===== src/rtl/core/ssmf_pkg.sv =====
// Shared constants and types of the stereo sliding median filter.
package ssmf_pkg;

    localparam int MAX_SIDE_DEF    = 8;
    localparam int SAMPLE_BITS_DEF = 16;
    localparam int CFG_BITS        = 4;
    localparam int SIZE_BITS       = 8;
    localparam int ADDR_BITS       = 3;

    localparam logic REG_BEFORE = 1'b0;
    localparam logic REG_AFTER  = 1'b1;

    typedef struct packed {
        logic push;
        logic load_cnt;
        logic count;
        logic load_pick;
        logic rotate;
    } t_cell_ctrl;

endpackage


===== src/rtl/core/ssmf_cell.sv =====
// One history cell: stored sample pair, circulating probe pair and rank counters.
module ssmf_cell #(
    parameter int SAMPLE_BITS = 16,
    parameter int CNT_BITS    = 5
) (
    input  logic                   i_clk,
    input  logic                   i_rst_n,
    input  ssmf_pkg::t_cell_ctrl   i_ctrl,
    input  logic                   i_win,
    input  logic [CNT_BITS-1:0]    i_k,
    input  logic [SAMPLE_BITS-1:0] i_prev_hl,
    input  logic [SAMPLE_BITS-1:0] i_prev_hr,
    input  logic [SAMPLE_BITS-1:0] i_next_pl,
    input  logic [SAMPLE_BITS-1:0] i_next_pr,
    input  logic                   i_next_tl,
    input  logic                   i_next_tr,
    output logic [SAMPLE_BITS-1:0] o_hl,
    output logic [SAMPLE_BITS-1:0] o_hr,
    output logic [SAMPLE_BITS-1:0] o_pl,
    output logic [SAMPLE_BITS-1:0] o_pr,
    output logic                   o_tl,
    output logic                   o_tr
);
    import ssmf_pkg::*;

    logic [SAMPLE_BITS-1:0] r_hl, r_hr, r_pl, r_pr;
    logic                   r_win, r_tl, r_tr;
    logic [CNT_BITS-1:0]    r_ltl, r_lel, r_ltr, r_ler;
    logic                   w_ml, w_mr;
    logic                   w_inc_ltl, w_inc_lel, w_inc_ltr, w_inc_ler;

    assign w_inc_ltl = r_tl && ($signed(r_pl) <  $signed(r_hl));
    assign w_inc_lel = r_tl && ($signed(r_pl) <= $signed(r_hl));
    assign w_inc_ltr = r_tr && ($signed(r_pr) <  $signed(r_hr));
    assign w_inc_ler = r_tr && ($signed(r_pr) <= $signed(r_hr));

    assign w_ml = r_win && (r_ltl <= i_k) && (i_k < r_lel);
    assign w_mr = r_win && (r_ltr <= i_k) && (i_k < r_ler);

    always_ff @(posedge i_clk) begin
        if (!i_rst_n) begin
            r_hl  <= '0;
            r_hr  <= '0;
            r_win <= 1'b0;
            r_tl  <= 1'b0;
            r_tr  <= 1'b0;
            r_ltl <= '0;
            r_lel <= '0;
            r_ltr <= '0;
            r_ler <= '0;
        end else begin
            if (i_ctrl.push) begin
                r_hl <= i_prev_hl;
                r_hr <= i_prev_hr;
            end
            if (i_ctrl.load_cnt) begin
                r_win <= i_win;
                r_pl  <= r_hl;
                r_pr  <= r_hr;
                r_tl  <= i_win;
                r_tr  <= i_win;
                r_ltl <= '0;
                r_lel <= '0;
                r_ltr <= '0;
                r_ler <= '0;
            end
            if (i_ctrl.count) begin
                r_ltl <= r_ltl + CNT_BITS'(w_inc_ltl);
                r_lel <= r_lel + CNT_BITS'(w_inc_lel);
                r_ltr <= r_ltr + CNT_BITS'(w_inc_ltr);
                r_ler <= r_ler + CNT_BITS'(w_inc_ler);
            end
            if (i_ctrl.load_pick) begin
                r_pl <= r_hl;
                r_pr <= r_hr;
                r_tl <= w_ml;
                r_tr <= w_mr;
            end
            if (i_ctrl.count || i_ctrl.rotate) begin
                r_pl <= i_next_pl;
                r_pr <= i_next_pr;
                r_tl <= i_next_tl;
                r_tr <= i_next_tr;
            end
        end
    end

    assign o_hl = r_hl;
    assign o_hr = r_hr;
    assign o_pl = r_pl;
    assign o_pr = r_pr;
    assign o_tl = r_tl;
    assign o_tr = r_tr;

endmodule


===== src/rtl/core/stereo_sliding_median_filter_unit.sv =====
// Top level of the stereo sliding median filter: cell ring, sequencer, APB and output.
//
// Input beats arrive on s_axis (tdata: left sample low, right sample high) and
// one result beat leaves on m_axis per input beat (left median low, right
// median high). The result for a beat is the median of each channel's window
// of before_count older samples, the center sample and after_count newer
// samples, so the center lags the stream by after_count beats.
// Registers sit on the APB port: before_count at 0x0, after_count at 0x4,
// both 4 bits, values above MAX_SIDE saturate. Write them only while idle.
// Each beat steps through LOAD, COUNT, SEL, PICK and DONE: the probe
// ring circulates once past every cell to rank the samples and once more to
// bring a median-ranked sample to cell 0. The result waits in an output
// register; the next beat is taken meanwhile, and a held result only stalls
// the following beat in DONE, after its search, until the output is free.
// Reset clears the history to zero and both counts to one.
module stereo_sliding_median_filter_unit #(
    parameter int MAX_SIDE    = ssmf_pkg::MAX_SIDE_DEF,
    parameter int SAMPLE_BITS = ssmf_pkg::SAMPLE_BITS_DEF
) (
    input  logic                                    i_clk,
    input  logic                                    i_rst_n,
    input  logic                                    s_axis_tvalid,
    output logic                                    s_axis_tready,
    // left_in, right_in
    input  logic [((2*SAMPLE_BITS+7)/8)*8-1:0]      s_axis_tdata,
    output logic                                    m_axis_tvalid,
    input  logic                                    m_axis_tready,
    // left_median, right_median
    output logic [((2*SAMPLE_BITS+7)/8)*8-1:0]      m_axis_tdata,
    input  logic                                    psel,
    input  logic                                    penable,
    input  logic                                    pwrite,
    input  logic [ssmf_pkg::ADDR_BITS-1:0]          paddr,
    input  logic [31:0]                             pwdata,
    output logic [31:0]                             prdata,
    output logic                                    pready
);
    import ssmf_pkg::*;

    localparam int DEPTH     = 2*MAX_SIDE + 1;
    localparam int CNT_BITS  = $clog2(DEPTH + 1);
    localparam int STEP_BITS = $clog2(DEPTH);
    localparam int TD_BITS   = ((2*SAMPLE_BITS+7)/8)*8;

    typedef enum logic [5:0] {
        ST_IDLE  = 6'b000001,
        ST_LOAD  = 6'b000010,
        ST_COUNT = 6'b000100,
        ST_SEL   = 6'b001000,
        ST_PICK  = 6'b010000,
        ST_DONE  = 6'b100000
    } t_state;

    t_state                 r_state, n_state;
    logic [STEP_BITS-1:0]   r_step, n_step;
    logic [CFG_BITS-1:0]    r_before, r_after;
    logic [SAMPLE_BITS-1:0] r_lmed, r_rmed;
    logic                   r_ovalid;
    logic [TD_BITS-1:0]     r_odata;

    t_cell_ctrl             w_ctrl;
    logic                   w_accept, w_last, w_cfg_wr, w_out_free;
    logic [SIZE_BITS-1:0]   w_bc, w_ac, w_bs, w_as, w_n;
    logic [CNT_BITS-1:0]    w_k;

    logic [SAMPLE_BITS-1:0] w_hl [DEPTH];
    logic [SAMPLE_BITS-1:0] w_hr [DEPTH];
    logic [SAMPLE_BITS-1:0] w_pl [DEPTH];
    logic [SAMPLE_BITS-1:0] w_pr [DEPTH];
    logic                   w_tl [DEPTH];
    logic                   w_tr [DEPTH];

    // configuration
    assign pready   = 1'b1;
    assign w_cfg_wr = psel && penable && pwrite;

    always_ff @(posedge i_clk) begin
        if (!i_rst_n) begin
            r_before <= CFG_BITS'(1);
            r_after  <= CFG_BITS'(1);
        end else if (w_cfg_wr) begin
            case (paddr[2])
                REG_BEFORE: r_before <= pwdata[CFG_BITS-1:0];
                REG_AFTER:  r_after  <= pwdata[CFG_BITS-1:0];
                default:    r_before <= r_before;
            endcase
        end
    end

    always_comb begin
        case (paddr[2])
            REG_BEFORE: prdata = 32'(r_before);
            REG_AFTER:  prdata = 32'(r_after);
            default:    prdata = '0;
        endcase
    end

    assign w_bc = SIZE_BITS'(r_before);
    assign w_ac = SIZE_BITS'(r_after);
    assign w_bs = (w_bc > SIZE_BITS'(MAX_SIDE)) ? SIZE_BITS'(MAX_SIDE) : w_bc;
    assign w_as = (w_ac > SIZE_BITS'(MAX_SIDE)) ? SIZE_BITS'(MAX_SIDE) : w_ac;
    assign w_n  = w_bs + w_as + SIZE_BITS'(1);
    assign w_k  = CNT_BITS'(w_n >> 1);

    // sequencer
    assign s_axis_tready = (r_state == ST_IDLE);
    assign w_accept      = s_axis_tvalid && s_axis_tready;
    assign w_last        = (r_step == STEP_BITS'(DEPTH - 1));
    assign w_out_free    = !r_ovalid || m_axis_tready;

    assign w_ctrl.push      = w_accept;
    assign w_ctrl.load_cnt  = (r_state == ST_LOAD);
    assign w_ctrl.count     = (r_state == ST_COUNT);
    assign w_ctrl.load_pick = (r_state == ST_SEL);
    assign w_ctrl.rotate    = (r_state == ST_PICK);

    always_comb begin
        n_state = r_state;
        n_step  = r_step;
        case (r_state)
            ST_IDLE: begin
                if (w_accept) n_state = ST_LOAD;
            end
            ST_LOAD: begin
                n_state = ST_COUNT;
                n_step  = '0;
            end
            ST_COUNT: begin
                n_step = r_step + STEP_BITS'(1);
                if (w_last) begin
                    n_state = ST_SEL;
                    n_step  = '0;
                end
            end
            ST_SEL: begin
                n_state = ST_PICK;
            end
            ST_PICK: begin
                n_step = r_step + STEP_BITS'(1);
                if (w_last) begin
                    n_state = ST_DONE;
                    n_step  = '0;
                end
            end
            ST_DONE: begin
                if (w_out_free) n_state = ST_IDLE;
            end
            default: begin
                n_state = ST_IDLE;
                n_step  = '0;
            end
        endcase
    end

    always_ff @(posedge i_clk) begin
        if (!i_rst_n) begin
            r_state <= ST_IDLE;
            r_step  <= '0;
        end else begin
            r_state <= n_state;
            r_step  <= n_step;
        end
    end

    // capture the median-ranked probe as it passes cell 0
    always_ff @(posedge i_clk) begin
        if (r_state == ST_PICK) begin
            if (w_tl[0]) r_lmed <= w_pl[0];
            if (w_tr[0]) r_rmed <= w_pr[0];
        end
    end

    // output register
    always_ff @(posedge i_clk) begin
        if (!i_rst_n) begin
            r_ovalid <= 1'b0;
        end else if (r_state == ST_DONE && w_out_free) begin
            r_ovalid <= 1'b1;
        end else if (m_axis_tready) begin
            r_ovalid <= 1'b0;
        end
    end

    always_ff @(posedge i_clk) begin
        if (r_state == ST_DONE && w_out_free) begin
            r_odata <= TD_BITS'({r_rmed, r_lmed});
        end
    end

    assign m_axis_tvalid = r_ovalid;
    assign m_axis_tdata  = r_odata;

    // cell ring
    for (genvar i = 0; i < DEPTH; i++) begin : g_cell
        logic [SAMPLE_BITS-1:0] w_prev_l, w_prev_r;
        logic                   w_win;
        localparam int NXT = (i == DEPTH - 1) ? 0 : i + 1;

        if (i == 0) begin : g_head
            assign w_prev_l = s_axis_tdata[SAMPLE_BITS-1:0];
            assign w_prev_r = s_axis_tdata[2*SAMPLE_BITS-1:SAMPLE_BITS];
        end else begin : g_body
            assign w_prev_l = w_hl[i-1];
            assign w_prev_r = w_hr[i-1];
        end

        assign w_win = (SIZE_BITS'(i) < w_n);

        ssmf_cell #(
            .SAMPLE_BITS (SAMPLE_BITS),
            .CNT_BITS    (CNT_BITS)
        ) u_cell (
            .i_clk     (i_clk),
            .i_rst_n   (i_rst_n),
            .i_ctrl    (w_ctrl),
            .i_win     (w_win),
            .i_k       (w_k),
            .i_prev_hl (w_prev_l),
            .i_prev_hr (w_prev_r),
            .i_next_pl (w_pl[NXT]),
            .i_next_pr (w_pr[NXT]),
            .i_next_tl (w_tl[NXT]),
            .i_next_tr (w_tr[NXT]),
            .o_hl      (w_hl[i]),
            .o_hr      (w_hr[i]),
            .o_pl      (w_pl[i]),
            .o_pr      (w_pr[i]),
            .o_tl      (w_tl[i]),
            .o_tr      (w_tr[i])
        );
    end

endmodule

===== config.mk =====
export PLATFORM = sky130hd
export DESIGN_NAME = stereo_sliding_median_filter_unit
export DESIGN_NICKNAME = d
export VERILOG_FILES = /design/src/rtl/core/ssmf_pkg.sv /design/src/rtl/core/ssmf_cell.sv /design/src/rtl/core/stereo_sliding_median_filter_unit.sv
export SDC_FILE = /design/constraint.sdc
export NUM_CORES = 2
export LEC_CHECK = 0
export BUFFER_PORTS_ARGS = -buffer_cell sky130_fd_sc_hd__buf_2
export CAP_MARGIN = 20
export CORE_MARGIN = 4
export CORE_UTILIZATION = 50
export CTS_CLUSTER_SIZE = 8
export DETAILED_ROUTE_END_ITERATION = 12
export PLACE_DENSITY = 0.79
export SYNTH_ARGS = -nofsm -noshare
export SYNTH_HDL_FRONTEND = slang
export SYNTH_HIERARCHICAL = 1
export SYNTH_SLANG_ARGS = --single-unit

===== constraint.sdc =====
create_clock -name i_clk -period 5.75 [get_ports i_clk]
set_input_delay 0.2875 -clock i_clk [delete_from_list [all_inputs] [get_ports i_clk]]
set_output_delay 0.2875 -clock i_clk [all_outputs]
set_load 0.02 [all_outputs]

Word-level counts from Yosys, hierarchy flattened
Index checks and enable logic that the tools add are counted.
{"block": "word_totals", "ff_bits": 1563, "inputBits": 74, "out_inout_bits": 67, "elab_cells": 855}
{"block": "classes", "n_addsub": 71, "n_lt_le_gt_ge": 155, "n_eq_ne": 11, "n_mux": 268, "n_bitwise": 1, "reduce_logical": 154}
{"cell": "16-bit 2-to-1 mux", "n": 102}
{"cell": "16-bit less-or-equal comparator", "n": 34}
{"cell": "16-bit < comparator", "n": 34}
{"cell": "5-bit 2-to-1 mux", "n": 70}
{"cell": "5-bit by 1-bit adder with 5-bit output", "n": 68}
{"cell": "5-bit less-or-equal comparator", "n": 34}
{"cell": "5-bit < comparator", "n": 34}
{"cell": "1-bit logical AND", "n": 140}
{"cell": "1-bit 2-to-1 mux", "n": 87}
{"cell": "32-bit case mux with 2 select lines", "n": 1}
{"cell": "4-bit by 6-bit < comparator with 1-bit output, first input constant", "n": 8}
{"cell": "6-bit case mux with 6 select lines", "n": 1}
{"cell": "3-bit by 6-bit < comparator with 1-bit output, first input constant", "n": 4}
{"cell": "6-bit 2-to-1 mux", "n": 4}
{"cell": "1-bit by 6-bit < comparator with 1-bit output, first input constant", "n": 2}
{"cell": "2-bit by 6-bit < comparator with 1-bit output, first input constant", "n": 2}
{"cell": "5-bit case mux with 2 select lines", "n": 1}
{"cell": "2-bit AND reduction", "n": 5}
{"cell": "4-bit > comparator, second input constant", "n": 2}
{"cell": "4-bit 2-to-1 mux", "n": 2}
{"cell": "5-bit by 1-bit adder with 6-bit output, second input constant", "n": 1}
{"cell": "6-bit by 1-bit == test with 1-bit output, second input constant", "n": 1}
{"cell": "6-bit by 2-bit == test with 1-bit output, second input constant", "n": 1}
{"cell": "6-bit by 3-bit == test with 1-bit output, second input constant", "n": 1}
{"cell": "other kinds (17)", "n": 21}

Longest topological paths before layout
{"block": "depth", "ltp_word": 9, "mapped_depth": 15, "depth_no_buf": 14}

Cells and area by module
The synthesis kept the hierarchy.
{"module": "ssmf_cell (g_cell[15].u_cell ...)", "n_inst": 9, "cells_per_inst": 485, "area_per_inst_um2": 4902.2, "seq_area_each_um2": 2062.0}
{"module": "ssmf_cell (g_cell[0].u_cell ...)", "n_inst": 7, "cells_per_inst": 480, "area_per_inst_um2": 4880.9, "seq_area_each_um2": 2062.0}
{"module": "ssmf_cell (g_cell[14].u_cell)", "n_inst": 1, "cells_per_inst": 480, "area_per_inst_um2": 4883.4, "seq_area_each_um2": 2062.0}
{"module": "stereo_sliding_median_filter_unit", "n_inst": 1, "cells_per_inst": 267, "area_per_inst_um2": 3502.1, "seq_area_each_um2": 2322.2}

Least setup slack after synthesis
No wires, ideal clock.
{"block": "synth_path", "path_kind": "reg2reg", "start": "reg r_state[2]", "end": "reg g_cell[0].u_cell.r_pl[0] (enable)", "setup_ns": 0.421, "t_arrival_ns": 5.837, "required_ns": 5.329, "slack_ns": -0.508, "path_stages_with_launch": 6, "n_path_buf": 1, "synth_period_minus_slack_ns": 6.258, "path_cell_list": "dfxtp_1 -> buf_4 -> or4_4 -> nor3b_1 -> nor3_1 -> nor2_1"}
{"item": "start, declared", "line_no": "stereo_sliding_median_filter_unit.sv:54", "source": "t_state r_state, n_state;"}
{"item": "start signal, assigned", "line_no": "stereo_sliding_median_filter_unit.sv:160", "source": "r_state <= n_state;"}
{"item": "end signal, assigned", "line_no": "ssmf_cell.sv:58", "source": "r_pl <= r_hl;"}
{"item": "end signal, assigned", "line_no": "ssmf_cell.sv:74", "source": "r_pl <= r_hl;"}
{"item": "end signal, assigned", "line_no": "ssmf_cell.sv:80", "source": "r_pl <= i_next_pl;"}
{"item": "end, declared", "line_no": "ssmf_cell.sv:26", "source": "logic [SAMPLE_BITS-1:0] r_hl, r_hr, r_pl, r_pr;"}

Worst setup path after layout
{"block": "layout_path", "start": "reg r_before[3]", "end": "reg g_cell[9].u_cell.r_tl"}
{"block": "layout_between", "word_cells_on_any_way": 12, "classes_between": "add/sub: 2; order compare: 4; mux: 4; reduce/logical: 2"}
{"item": "start, declared", "line_no": "stereo_sliding_median_filter_unit.sv:56", "source": "logic [CFG_BITS-1:0] r_before, r_after;"}
{"item": "start signal, assigned", "line_no": "stereo_sliding_median_filter_unit.sv:83", "source": "REG_BEFORE: r_before <= pwdata[CFG_BITS-1:0];"}
{"item": "start signal, assigned", "line_no": "stereo_sliding_median_filter_unit.sv:85", "source": "default: r_before <= r_before;"}
{"item": "4-bit > comparator", "line_no": "stereo_sliding_median_filter_unit.sv:100", "source": "assign w_bs = (w_bc > SIZE_BITS'(MAX_SIDE)) ? SIZE_BITS'(MAX_SIDE) : w_bc;"}
{"item": "4-bit 2-to-1 mux", "line_no": "stereo_sliding_median_filter_unit.sv:100"}
{"item": "4-bit by 4-bit adder with 5-bit output", "line_no": "stereo_sliding_median_filter_unit.sv:102", "source": "assign w_n = w_bs + w_as + SIZE_BITS'(1);"}
{"item": "5-bit by 1-bit adder with 6-bit output", "line_no": "stereo_sliding_median_filter_unit.sv:102"}
{"item": "net w_n[2]", "line_no": "stereo_sliding_median_filter_unit.sv:63", "source": "logic [SIZE_BITS-1:0] w_bc, w_ac, w_bs, w_as, w_n;"}
{"item": "4-bit by 6-bit < comparator with 1-bit output", "line_no": "stereo_sliding_median_filter_unit.sv:207", "source": "assign w_win = (SIZE_BITS'(i) < w_n);"}
{"item": "net g_cell[9].w_win", "line_no": "stereo_sliding_median_filter_unit.sv:196", "source": "logic w_win;"}
{"item": "1-bit 2-to-1 mux", "line_no": "ssmf_cell.sv:56", "source": "if (i_ctrl.load_cnt) begin"}
{"item": "1-bit 2-to-1 mux", "line_no": "ssmf_cell.sv:73", "source": "if (i_ctrl.load_pick) begin"}
{"item": "1-bit 2-to-1 mux", "line_no": "ssmf_cell.sv:79", "source": "if (i_ctrl.count || i_ctrl.rotate) begin"}
{"item": "end signal, assigned", "line_no": "ssmf_cell.sv:60", "source": "r_tl <= i_win;"}
{"item": "end signal, assigned", "line_no": "ssmf_cell.sv:76", "source": "r_tl <= w_ml;"}
{"item": "end signal, assigned", "line_no": "ssmf_cell.sv:82", "source": "r_tl <= i_next_tl;"}
{"item": "end, declared", "line_no": "ssmf_cell.sv:27", "source": "logic r_win, r_tl, r_tr;"}
The timed path passes the listed nets, and every way through them passes these cells. The select of a mux whose other input is x is not followed.
A chain may end at the register's enable or synchronous reset.

==> metrics.txt <==
Distinct cells, synth 73; initial antenna violation count 3; DP HPWL 156000 um; final setup TNS 0 ps; Placement Setup Slack 1920 ps; hold path start m_axis_tready; PwrDens 279 nW/um^2; Rel. slew slack 25.8%; TritonCTS clock tree yes; CP endpoint kind flop; fmax 0.253 GHz; Layout area overhead 11.1%; CTS clk-pin slew, worst paths 50 ps; Clock Latency Late Sink 850 ps; # clock sinks 1563; Placed Cells 10700; commonest non-fill, non-tap cells in the layout 992 x ha_1, 955 x dfxtp_1, 870 x nor2_1, 834 x inv_1, 632 x mux2i_1; FF-to-FF setup slack 1800 ps; layout cells sized above 1 12.3%; clk root buf clkbuf_16; total gr overflow 0; status complete, no violations; Reg-to-Reg End g_cell[9].u_cell/o_tl; final worst-path cycle share 68.7%; largest net degree at the start of global routing 199; Least-Margin Pin Slew 1110 ps; Synth Instances 8472; # nets final 9699; Pleak 0.0373 uW; Die Ht 424 um; Worst Skew 74.9 ps; Post-Syn Area 86700 um^2; total track usage 23.9%; # Max-Cap Violations 0; I/O Pins 141; initial core utilization 50.4%; DIE AREA 180000 um^2; reg2reg start r_before[3]; Startpoint Class flop; via count 64800; WL/cell 19.9 um; warnings from Yosys 6; Std-Cell Rows 152; CTS buffer count 214; Slew Limit Fails 0; Worst Path Required 6500 ps; Crit Path Class flop to flop; Die Span X 424 um; Final min period 3950 ps; cells on worst reg2reg path 13; H-Tree Depth 4; total power 26900 uW; worst-path maximum fanout 29; top_reg_cell synth dfxtp_1; Detailed Routing Iterations Pass 1 6; vias in the first global route 64000; RSZ-0062 raised after global routing no; CTS Buffer Depth 3; global-route wire length before repair 348000 um; commonest non-fill, non-tap cell in the layout ha_1; drt total wl 222000 um; Hold EP m_axis_tvalid; drt drc 0; maximum VDD drop 0.000241 V; slack of the critical path 1800 ps; ys async rst share 0%; final instance area 96300 um^2; total core area 172000 um^2; Seq cells post-synth 1563; Final ANT Viol Nets 0; Hold Path Depth 4; Hold Crit Class primary input to flop; via/cell ratio 5.83; Final Hold Vio Count 0; Mean Syn Cell Area 10.2 um^2; RD Place Congestion 0.916; number of flops mapped to enable cells by yosys 608; fillers 14000; Non-Filler Instances 11100; Critical Path AT 4700 ps; Seq/Total Area, Yosys 43.1%; # port buffers 81; placed inst area 89600 um^2; Setup violations, final 0; Initial DRC Count 4791
[metal layers]
metal | GRT usage, % | share of wire [%] | vias to the layer above
li1 | - | - | 30600
met1 | 30.4 | 42 | 31400
met2 | 39.2 | 46 | 2209
met3 | 3.37 | 5.9 | 645
met4 | 13.6 | 6.1 | 0
met5 | 0 | 0 | -
[per-stage QoR]
step	hold slack, ps	util, %
after CTS	121	56.0
after detailed placement	405	52.1
after floorplan	400	-
after global placement	404	52.1
final	105	56.0
after global routing	147	56.0
[kinds of logic (layout without fill, tap and decap cells)]
group / count (synthesis) / after routing / synth area share [%]
xor gates and xnor gates: 72 / 72 / 0.728
and+or+nand+nor: 2175 / 2175 / 12.3
muxes: 1189 / 1189 / 14.5
buffers and inverters: 1197 / 1448 / 5.47
AOI/OAI and AO/OA: 1281 / 1281 / 9.46
DFF: 1563 / 1563 / 43.1
adders and majority gates: 993 / 993 / 14.3
other: 2 / 89 / 0.00866
[state kept, by name (all words and copies together), names as in the netlist, 32 cells and up]
| name | count |
|---|---|
| g_cell.u_cell/o_pr | 272 |
| g_cell.u_cell/r_lel | 85 |
| g_cell.u_cell/r_ltl | 85 |
| g_cell.u_cell/o_hl | 272 |
| m_axis_tdata | 32 |
| g_cell.u_cell/o_pl | 272 |
| g_cell.u_cell/r_ltr | 85 |
| g_cell.u_cell/r_ler | 85 |
| g_cell.u_cell/o_hr | 272 |
[final cells by class]
cell class | count | area, um^2 | area share, %
tap | 2310 | 2890 | 3.00
multi-input combinational | 5790 | 44900 | 46.6
inverter | 855 | 3210 | 3.33
sequential | 1563 | 37400 | 38.8
antenna | 9 | 22.5 | 0.0234
clock inverter | 13 | 258 | 0.268
clock buffer | 372 | 6030 | 6.26
timing repair buffer | 208 | 1600 | 1.66
[timing repair]
item,CTS,global route
setup buffers,0,0
hold endpoints to repair,55,0
gates resized for setup,0,0
hold buffers,45,0
[where the power goes]
group / leakage (uW) / internal (uW) / total (uW) / switching [uW]
combinational: 0.0210 / 1110 / 2800 / 1690
sequential: 0.0133 / 11800 / 12200 / 358
clock: 0.00298 / 7120 / 11900 / 4820
total: 0.0373 / 20000 / 26900 / 6870
[cell usage after synthesis (all sizes together), types with 28 or more instances]
master	number	share of area, %
nand2b	53	0.38
a41oi	68	0.69
mux2	557	7.2
ha	992	14
dfxtp	955	22
o221ai	35	0.35
a21oi	531	3.1
nor2	905	4.0
clkbuf	183	0.79
nor3b	104	0.90
nand4	119	0.86
xnor2	68	0.69
nand3b	51	0.44
or2	36	0.26
nand2	216	0.94
nor3	190	1.1
a21o	85	0.75
inv	855	3.7
buf	159	0.98
o31ai	28	0.24
nand3	232	1.4
mux2i	632	7.3
a211oi	124	1.1
edfxtp	608	21
o21ai	169	0.98
nor2b	146	1.1
o211ai	103	0.89
[worst max path at each step]
stage                start                       end  slack (ps)  depth (start not counted)
2_1_floorplan   r_state[2]  g_cell[0].u_cell/o_pl[0]        1050                          5
3_3_place_gp   r_before[3]     g_cell[9].u_cell/o_tl        1880                         13
3_5_place_dp   r_before[3]     g_cell[9].u_cell/o_tl        1920                         13
4_1_cts        r_before[3]     g_cell[9].u_cell/o_tl        1860                         13
5_1_grt        r_before[1]     g_cell[9].u_cell/o_tl        1540                         13
6_report       r_before[3]     g_cell[9].u_cell/o_tl        1800                         13
[critical path, cell delays in order, from the launching register on]
cell and delay [ps]:
dfxtp_1 360, nand2b_1 170, ha_1 220, fa_1 400
xor2_1 160, buf_4 170, inv_2 640, buf_12 370
nor2_1 90, o21ai_0 760, inv_1 100, o21ai_0 210
nor2_1 70, a21oi_1 140
Power figures use the tool's default switching activity.
